**src/hw/rtl/cp2rgb_pkg.sv**
```systemverilog
// Shared types, constants and arithmetic helpers for the camera pixel to RGB888 converter.
// It has no dependencies. Every other file in hw/rtl imports it.
`timescale 1ns / 1ps

package cp2rgb_pkg;

  // Input format codes held by the fmt_r register.
  typedef enum logic {
    FMT_RGB565 = 1'b0,
    FMT_YUYV   = 1'b1
  } pix_fmt_t;

  // Q16 chroma coefficients (1.772, 0.344, 0.714, 1.402).
  localparam logic [16:0] CB_B_COEF = 17'd116130;
  localparam logic [16:0] CB_G_COEF = 17'd22544;
  localparam logic [16:0] CR_G_COEF = 17'd46793;
  localparam logic [16:0] CR_R_COEF = 17'd91881;

  // Signed chroma terms. The largest magnitude is 226, so 9 bits hold them.
  typedef struct packed {
    logic signed [8:0] cb_b;
    logic signed [8:0] cb_g;
    logic signed [8:0] cr_g;
    logic signed [8:0] cr_r;
  } chroma_t;

  typedef struct packed {
    logic [7:0] blue;
    logic [7:0] green;
    logic [7:0] red;
  } rgb_t;

  // Removes the 128 offset from a chroma byte, scales it by a Q16 coefficient
  // and truncates toward zero. The magnitude is at most 128, so the product
  // stays below 2^24.
  function automatic logic signed [8:0] q16_term(input logic [7:0] code,
                                                 input logic [16:0] coef);
    logic       neg;
    logic [7:0] mag;
    logic [24:0] prod;
    logic [8:0] p;
    neg  = ~code[7];
    mag  = neg ? (~{~code[7], code[6:0]} + 8'd1) : {1'b0, code[6:0]};
    prod = 25'(mag) * 25'(coef);
    p    = {1'b0, prod[23:16]};
    return neg ? -$signed(p) : $signed(p);
  endfunction

  // Clamps a signed sum to the 0..255 range of one channel.
  function automatic logic [7:0] clamp8(input logic signed [10:0] s);
    logic [7:0] res;
    if (s[10]) begin
      res = 8'd0;
    end else if (s[9:8] != 2'b00) begin
      res = 8'hFF;
    end else begin
      res = s[7:0];
    end
    return res;
  endfunction

endpackage

```
**src/hw/rtl/cp2rgb_chroma.sv**
```systemverilog
// Chroma term unit: scales the U and V bytes of one pixel pair by the Q16 coefficients.
// Depends on cp2rgb_pkg. Both pixels of a pair share its result.
`timescale 1ns / 1ps

module cp2rgb_chroma (
  input  logic [7:0]          u_byte,
  input  logic [7:0]          v_byte,
  output cp2rgb_pkg::chroma_t terms
);
  import cp2rgb_pkg::*;

  always_comb begin
    terms.cb_b = q16_term(u_byte, CB_B_COEF);
    terms.cb_g = q16_term(u_byte, CB_G_COEF);
    terms.cr_g = q16_term(v_byte, CR_G_COEF);
    terms.cr_r = q16_term(v_byte, CR_R_COEF);
  end

endmodule

```
**src/hw/rtl/cp2rgb_pixel.sv**
```systemverilog
// Converts one pixel to RGB888, either by widening an RGB565 word or by adding
// chroma terms to its luma. Depends on cp2rgb_pkg.
`timescale 1ns / 1ps

module cp2rgb_pixel (
  input  cp2rgb_pkg::pix_fmt_t fmt,
  input  logic [7:0]           lo_byte,
  input  logic [7:0]           hi_byte,
  input  cp2rgb_pkg::chroma_t  terms,
  output cp2rgb_pkg::rgb_t     pixel
);
  import cp2rgb_pkg::*;

  logic [15:0]       word;
  logic [4:0]        r5;
  logic [5:0]        g6;
  logic [4:0]        b5;
  logic signed [10:0] y_ext;
  logic signed [10:0] sum_b;
  logic signed [10:0] sum_g;
  logic signed [10:0] sum_r;

  assign word  = {hi_byte, lo_byte};
  assign r5    = word[15:11];
  assign g6    = word[10:5];
  assign b5    = word[4:0];

  // In YUYV mode the low byte is the pixel's luma.
  assign y_ext = $signed({3'b000, lo_byte});
  assign sum_b = y_ext + {{2{terms.cb_b[8]}}, terms.cb_b};
  assign sum_g = y_ext - {{2{terms.cb_g[8]}}, terms.cb_g}
                       - {{2{terms.cr_g[8]}}, terms.cr_g};
  assign sum_r = y_ext + {{2{terms.cr_r[8]}}, terms.cr_r};

  always_comb begin
    case (fmt)
      FMT_RGB565: begin
        pixel.blue  = {b5, b5[4:2]};
        pixel.green = {g6, g6[5:4]};
        pixel.red   = {r5, r5[4:2]};
      end
      FMT_YUYV: begin
        pixel.blue  = clamp8(sum_b);
        pixel.green = clamp8(sum_g);
        pixel.red   = clamp8(sum_r);
      end
      default: begin
        pixel = '0;
      end
    endcase
  end

endmodule

```
**src/hw/rtl/camera_pixel_to_rgb888.sv**
```systemverilog
// Camera pixel-pair to RGB888 converter, top level. Depends on cp2rgb_pkg,
// cp2rgb_chroma and cp2rgb_pixel.
`timescale 1ns / 1ps

// The block accepts one request per clock while in_stall is low, each carrying
// four raw camera bytes that describe two pixels, and returns one result per
// request holding both pixels as 8-bit blue, green and red channels plus a
// copy of the end-of-frame flag. The cfg_wr_data bit selects the input format:
// 0 reads two little-endian RGB565 words, 1 reads YUYV 4:2:2 as Y0 U Y1 V. Write
// the format only while no request is in flight. A request passes through two
// register stages: an input register, then the conversion logic, then the
// result register. The sustained rate is one pixel pair per clock while the
// receiver does not stall. Those two stages also form the buffering between
// the sides: while a result waits on out_stall, one more request is still
// taken into the input register, and in_stall rises only when both stages
// are full and the result is not being taken.
module camera_pixel_to_rgb888 (
  input  logic       clk,
  input  logic       rst_n,

  input  logic       cfg_wr_en,
  input  logic       cfg_wr_data,

  input  logic       in_valid,
  output logic       in_stall,
  input  logic [7:0] in_byte0,
  input  logic [7:0] in_byte1,
  input  logic [7:0] in_byte2,
  input  logic [7:0] in_byte3,
  input  logic       in_end_of_frame,

  output logic       out_valid,
  input  logic       out_stall,
  output logic [7:0] out_p0_blue,
  output logic [7:0] out_p0_green,
  output logic [7:0] out_p0_red,
  output logic [7:0] out_p1_blue,
  output logic [7:0] out_p1_green,
  output logic [7:0] out_p1_red,
  output logic       out_last_of_frame
);
  import cp2rgb_pkg::*;

  // Format register, written from the configuration port.
  pix_fmt_t   fmt_r;

  // Input register stage.
  logic       s1_valid_r;
  logic       s1_valid_nxt;
  logic [7:0] s1_byte0_r;
  logic [7:0] s1_byte1_r;
  logic [7:0] s1_byte2_r;
  logic [7:0] s1_byte3_r;
  logic       s1_eof_r;

  // Result register stage.
  logic       out_valid_r;
  logic       out_valid_nxt;
  rgb_t       p0_r;
  rgb_t       p1_r;
  logic       out_eof_r;

  logic       in_take;
  logic       s1_adv;
  chroma_t    terms;
  rgb_t       p0_conv;
  rgb_t       p1_conv;

  // The result register can load when it is empty or its result is leaving.
  assign s1_adv   = s1_valid_r && (!out_valid_r || !out_stall);
  // The input register can load when it is empty or moving on this cycle.
  assign in_stall = s1_valid_r && !s1_adv;
  assign in_take  = in_valid && !in_stall;

  assign s1_valid_nxt  = in_take || (s1_valid_r && !s1_adv);
  assign out_valid_nxt = s1_adv || (out_valid_r && out_stall);

  always_ff @(posedge clk) begin
    if (!rst_n) begin
      fmt_r       <= FMT_RGB565;
      s1_valid_r  <= 1'b0;
      out_valid_r <= 1'b0;
    end else begin
      if (cfg_wr_en) begin
        fmt_r <= pix_fmt_t'(cfg_wr_data);
      end
      s1_valid_r  <= s1_valid_nxt;
      out_valid_r <= out_valid_nxt;
    end
  end

  // Payload registers carry no reset; the valid bits qualify them.
  always_ff @(posedge clk) begin
    if (in_take) begin
      s1_byte0_r <= in_byte0;
      s1_byte1_r <= in_byte1;
      s1_byte2_r <= in_byte2;
      s1_byte3_r <= in_byte3;
      s1_eof_r   <= in_end_of_frame;
    end
    if (s1_adv) begin
      p0_r      <= p0_conv;
      p1_r      <= p1_conv;
      out_eof_r <= s1_eof_r;
    end
  end

  // In YUYV mode byte1 is U and byte3 is V, shared by both pixels.
  cp2rgb_chroma u_chroma (
    .u_byte (s1_byte1_r),
    .v_byte (s1_byte3_r),
    .terms  (terms)
  );

  cp2rgb_pixel u_pix0 (
    .fmt     (fmt_r),
    .lo_byte (s1_byte0_r),
    .hi_byte (s1_byte1_r),
    .terms   (terms),
    .pixel   (p0_conv)
  );

  cp2rgb_pixel u_pix1 (
    .fmt     (fmt_r),
    .lo_byte (s1_byte2_r),
    .hi_byte (s1_byte3_r),
    .terms   (terms),
    .pixel   (p1_conv)
  );

  assign out_valid         = out_valid_r;
  assign out_p0_blue       = p0_r.blue;
  assign out_p0_green      = p0_r.green;
  assign out_p0_red        = p0_r.red;
  assign out_p1_blue       = p1_r.blue;
  assign out_p1_green      = p1_r.green;
  assign out_p1_red        = p1_r.red;
  assign out_last_of_frame = out_eof_r;

  // A request held behind a stalled result must not be dropped.
  a_s1_holds: assert property (@(posedge clk) disable iff (!rst_n)
    (s1_valid_r && out_valid_r && out_stall) |=> s1_valid_r)
    else $error("input stage lost a request while the result was stalled");

  // A request that moves on shows up as a result carrying its frame flag.
  a_s1_to_out: assert property (@(posedge clk) disable iff (!rst_n)
    s1_adv |=> (out_valid_r && out_eof_r == $past(s1_eof_r)))
    else $error("result stage did not capture the advancing request");

  // An accepted request always lands in the input stage.
  a_take_lands: assert property (@(posedge clk) disable iff (!rst_n)
    in_take |=> s1_valid_r)
    else $error("accepted request did not reach the input stage");

  // Coming out of reset both stages are empty.
  a_reset_empty: assert property (@(posedge clk)
    (rst_n && $past(!rst_n)) |-> (!out_valid_r && !s1_valid_r))
    else $error("pipeline not empty after reset");

endmodule

```
**config.mk**
```make
export PLATFORM = sky130hd
export DESIGN_NAME = camera_pixel_to_rgb888
export DESIGN_NICKNAME = d
export VERILOG_FILES = /design/src/hw/rtl/cp2rgb_pkg.sv /design/src/hw/rtl/cp2rgb_chroma.sv /design/src/hw/rtl/cp2rgb_pixel.sv /design/src/hw/rtl/camera_pixel_to_rgb888.sv
export SDC_FILE = /design/constraint.sdc
export NUM_CORES = 1
export LEC_CHECK = 0
export BUFFER_PORTS_ARGS = -buffer_cell sky130_fd_sc_hd__buf_2
export CORE_ASPECT_RATIO = 1.5
export CORE_UTILIZATION = 50
export CTS_BUF_LIST = sky130_fd_sc_hd__clkbuf_8
export DETAILED_ROUTE_END_ITERATION = 8
export HOLD_SLACK_MARGIN = 0.05
export PLACE_DENSITY_LB_ADDON = 0.15
export SKIP_CTS_REPAIR_TIMING = 1
export SLEW_MARGIN = 30
export SYNTH_ARGS = -nofsm -noshare
export SYNTH_HDL_FRONTEND = slang
export SYNTH_SLANG_ARGS = --single-unit
export TNS_END_PERCENT = 5
```
**constraint.sdc**
```tcl
create_clock -name clk -period 8.45 [get_ports clk]
set_input_delay 0.845 -clock clk [delete_from_list [all_inputs] [get_ports clk]]
set_output_delay 0.845 -clock clk [all_outputs]
set_load 0.005 [all_outputs]
```
Yosys cells after proc, flatten, opt, wreduce, memory -nomap -nowiden
Index checks and enable logic that the tools add are counted.

Add/sub/neg operators: 14. $mul: 4. Divide/modulo/power cells: 0. Order comparisons: 0. Equal/unequal tests: 0. Shift-type cells: 0. Muxes and demuxes: 20. Bitwise operators: 5. Reductions and logical operators: 17.

Operators by type and width (number): $mux W8 (14); $pmux W24 S2 (2); $add A9 B9 Y10 (4); $mux W9 (4); $neg A8 Y9 (3); $mul A8 B16 Y24 const B (1); $mul A8 B17 Y24 const B (1); $mul A8 B16 Y23 const B (1); $sub A11 B11 Y11 (2); $sub A9 B9 Y10 (2); $mul A8 B11 Y19 const B (1); $add A8 B1 Y8 const B (2); $not A8 Y8 (2); $reduce_bool A2 Y1 (6); $neg A7 Y9 (1); $logic_and A1 B1 Y1 (4); $logic_not A1 Y1 (4); $logic_or A1 B1 Y1 (3); $not A1 Y1 (3).

Bits in registers: 85. Bits in latches: 0. Bits in writable memories: 0. ROM bits: 0. Input port bits: 39. Output and inout bits: 51. Word-level logic and storage cells: 75. Memories kept: 0.

Depth between registers and ports, before layout
Word-level depth: 13. Gate-level depth with buffers: 38. Mapped depth without buffers: 37.

Hierarchy
From an unflattened synthesis, not the netlist that was laid out.

Cell total of the unflattened synthesis: 1441. Area total of the unflattened synthesis: 13307.8 µm².

Modules (own cells, without submodules): cp2rgb_chroma (instances 1, cells each 854, area an instance 7158.1 µm², seq. area each 0.0 µm²); camera_pixel_to_rgb888 (instances 1, cells each 93, area an instance 2582.5 µm², seq. area each 2522.4 µm²); cp2rgb_pixel (u_pix0) (instances 1, cells each 243, area an instance 1794.2 µm², seq. area each 0.0 µm²); cp2rgb_pixel (u_pix1) (instances 1, cells each 251, area an instance 1773.0 µm², seq. area each 0.0 µm²).

Least setup slack after synthesis
OpenSTA, ideal clock, no wires.

Path kind: register to register. Start: reg s1_byte3_r[0]. End: reg p1_r, in the netlist out_p1_green[6], data pin. Library setup time: 261 ps. Data arrival time: 8113 ps. Data required time: 8189 ps. Path slack: 76 ps. Stages on the path, launching flop included: 36. Path buffers: 1. Clock period less this slack: 8374 ps. Cell sequence: edfxtp_1 inv_1 ha_1 a21oi_1 xor2_1 ha_1 inv_1 fa_1 inv_1 fa_1 inv_1 fa_1 inv_1 ha_1 a2111oi_0 o21ai_0 a22oi_1 nor2b_1 nor2_1 xnor2_1 inv_1 ha_1 and4_1 o21ai_0 o221ai_1 nor2_1 xnor2_1 ha_1 a21boi_1 o21a_1 o21ai_1 a21oi_1 a2111o_1 and3_1 clkbuf_1 a311o_1.

RTL lines: start: declaration (RTL line camera_pixel_to_rgb888.sv:53) `logic [7:0] s1_byte3_r;`; start signal: assignment (RTL line camera_pixel_to_rgb888.sv:98) `s1_byte3_r <= in_byte3;`; end signal: assignment (RTL line camera_pixel_to_rgb888.sv:103) `p1_r <= p1_conv;`; end: declaration (RTL line camera_pixel_to_rgb888.sv:60) `rgb_t p1_r;`.

==> impl_metrics.tcl <==
set metrics [dict create \
    path_class "reg2reg" \
    core-area_mm2 0.0246 \
    rsz0062_at_grt "yes" \
    synth_edf_count 82 \
    ys_seq_area_share_pct 20.0 \
    ant_nets 0 \
    cts_buffers 9 \
    grt_pass1_wl_mm 52.2 \
    gp_congestion 0.998 \
    post_drt_via_cell_ratio 5.57 \
    critPathMaxFanout 6 \
    status "finished clean" \
    clock-sinks 85 \
    syn_area_mm2 0.0126 \
    cts_root_buf "clkbuf_8" \
    finalSetupViolCount 0 \
    htreeDepth 3 \
    vias 9963 \
    grtUsageTotal_pct 26.5 \
    io_pins 90 \
    cp_top_family "adder cells" \
    synth_warnings 0 \
    cts_tree "built" \
    skew_ps 14.3 \
    drv_cap 0 \
    wire_per_inst_um 18.6 \
    end_kind "flip-flop" \
    ys_async_sr_fraction_pct 0 \
    synth_seq_cells 85 \
    cp_common_cell "inv_1" \
    drc 0 \
    crit_required_ps 8580 \
    fin_util_pct 57.4 \
    crit_arrival_ps 8140 \
    reg2reg_depth 32 \
    die-area_mm2 0.0259 \
    port_buffers 89 \
    fp.dieH_um 197 \
    synthCells 1336 \
    drt-total-wl_mm 33.3 \
    area_growth_pct 11.9 \
    setup.worst_path.start_class "flip-flop" \
    yosysUniqueCellTypes 78 \
    fp-row-count 70 \
    slew_viol_final 0 \
    synth_flop_cell "edfxtp_1" \
    drt_iter0_drc 408 \
    reg2reg_slack_ps 440 \
    syn-num-nets 1701 \
    max_stage_delay_ps 550 \
    min_path_type "reg2reg" \
    first_pass_iters 4 \
    hold_viol 0 \
    finalNetCount 1826 \
    clk_latency_ps 390 \
    grt_max_degree 50 \
    initial_core_util_pct 51.3 \
    avgSynthCellArea_um2 9.45 \
    num_antenna_cells 0 \
    relSlewSlack_pct 39.5 \
    grt_pass1_vias 10400 \
    dp_hpwl_mm 28.4 \
    antenna_found_initial 0 \
    cp_num_buf_inv 6 \
    layout-drive-gt1-share_pct 14.5 \
    clk_pin_slew_ps 90 \
    whs_path_depth 0 \
    worst_slew_pin_slew_ps 906 \
    fin_crit_sh_pct 94.8 \
    die_w_um 132 \
    crit_cells 32 \
    post-route-min-period_ps 8010 \
    cts_max_path_buffers 2 \
    critPathSlowestCell "fa_1" \
    overflow 0 \
    fmax_mhz 125 \
]
## cells in the mapped netlist (all sizes together), types with 9 or more instances
cell	count	share of area (%)
inv	237	7.0
ha	232	23
fa	94	15
edfxtp	82	20
a21oi	80	3.3
nor2	74	2.2
o21ai	58	2.3
xnor2	57	4.0
nand2	54	1.6
xor2	53	3.7
a21o	27	1.7
nor3	26	1.1
nor2b	24	1.2
a31oi	19	1.2
nand2b	17	0.84
nand3	16	0.63
clkbuf	15	0.45
o21bai	14	0.83
o21a	11	0.65
o221ai	11	0.76
o211ai	10	0.71
nand4	9	0.45
## kinds of logic (layout without fill, tap and decap cells)
kind of cell	Yosys count	after routing	share of synthesized area (%)
adders and majority gates	326	326	37.9
muxes	13	13	1.33
buffers and inverters	260	390	7.89
xor gates and xnor gates	110	110	7.63
and+or+nand+nor	260	260	10.3
AOI/OAI and AO/OA	282	282	15.0
DFF	85	85	20.0
## sequential cells by signal, summed over array words and instances (netlist names)
| signal | cells |
|---|---|
| out_p0_blue | 8 |
| out_p0_green | 8 |
| out_p0_red | 8 |
| out_p1_blue | 8 |
| out_p1_green | 8 |
| out_p1_red | 8 |
| s1_byte0_r | 8 |
| s1_byte1_r | 8 |
| s1_byte2_r | 8 |
| s1_byte3_r | 8 |
| fmt_r | 1 |
| out_last_of_frame | 1 |
| out_valid | 1 |
| s1_eof_r | 1 |
| s1_valid_r | 1 |
## worst paths after layout
kind                       endpoint          start
setup reg to reg    out_p1_green[6]  s1_byte3_r[4]
hold / removal    out_last_of_frame       s1_eof_r
hold reg to reg   out_last_of_frame       s1_eof_r
setup / recovery    out_p1_green[6]  s1_byte3_r[4]
## per-layer routing
metal	part of all wire, %	GRT usage (%)
met5	0	0
met4	6.1	15.9
met3	2.2	2.49
met2	56	53.8
met1	35	25.2
## layout make-up
class                           instances  area [µm²]
Tap cell                              324         405
Clock buffer                            9         124
Multi-Input combinational cell        991        9270
Timing Repair Buffer                  137         806
Inverter                              237         890
Fill cell                            2190       10500
Clock inverter                          7         115
Sequential cell                        85        2520
## per-stage QoR
stage | hold slack, ps | setup slack (ps) | setup TNS, ps | std cells | instance area (µm²)
after floorplan | 400 | 76.4 | 0 | 1336 | 12600
after global routing | 436 | -43.7 | -63.9 | 1790 | 14100
after CTS | 430 | -116 | -413 | 1771 | 13800
after global placement | 404 | -43.2 | -78.7 | 1755 | 13600
final | 426 | 437 | 0 | 1790 | 14100
after detailed placement | 409 | -97.0 | -254 | 1755 | 13600
## worst reg2reg max path, delay by kind of cell (launching register included)
kind                     cells  cell delay, ps
XOR/XNOR                     3             560
adder cells (fa/ha/maj)      7            2770
AND/OR/NAND/NOR              4             840
flip-flops                   1             480
AO/OA/AOI/OAI               12            2570
buffers and inverters        6             540
## cell usage in the layout (no fill, tap or decap), types with 7 or more instances in the layout
cell type and n:
xor2_1 47, nor3_1 21, a31oi_1 15, edfxtp_1 82, nand4_1 9, nor2b_1 23, inv_1 236, buf_4 48
ha_1 231, buf_2 89, o21ai_1 12, clkbuf_8 9, nor2_1 74, nand2b_1 17, o21a_1 11, nand3_1 16
o221ai_1 11, o21ai_0 42, fa_1 94, o211ai_1 7, xnor2_1 56, nand2_1 54, a21oi_1 77, a21o_1 25
o21bai_1 14
Power is left out: the tool's default activity adds up to more than one toggle a clock period on the data nets, which glitch-free logic cannot reach.
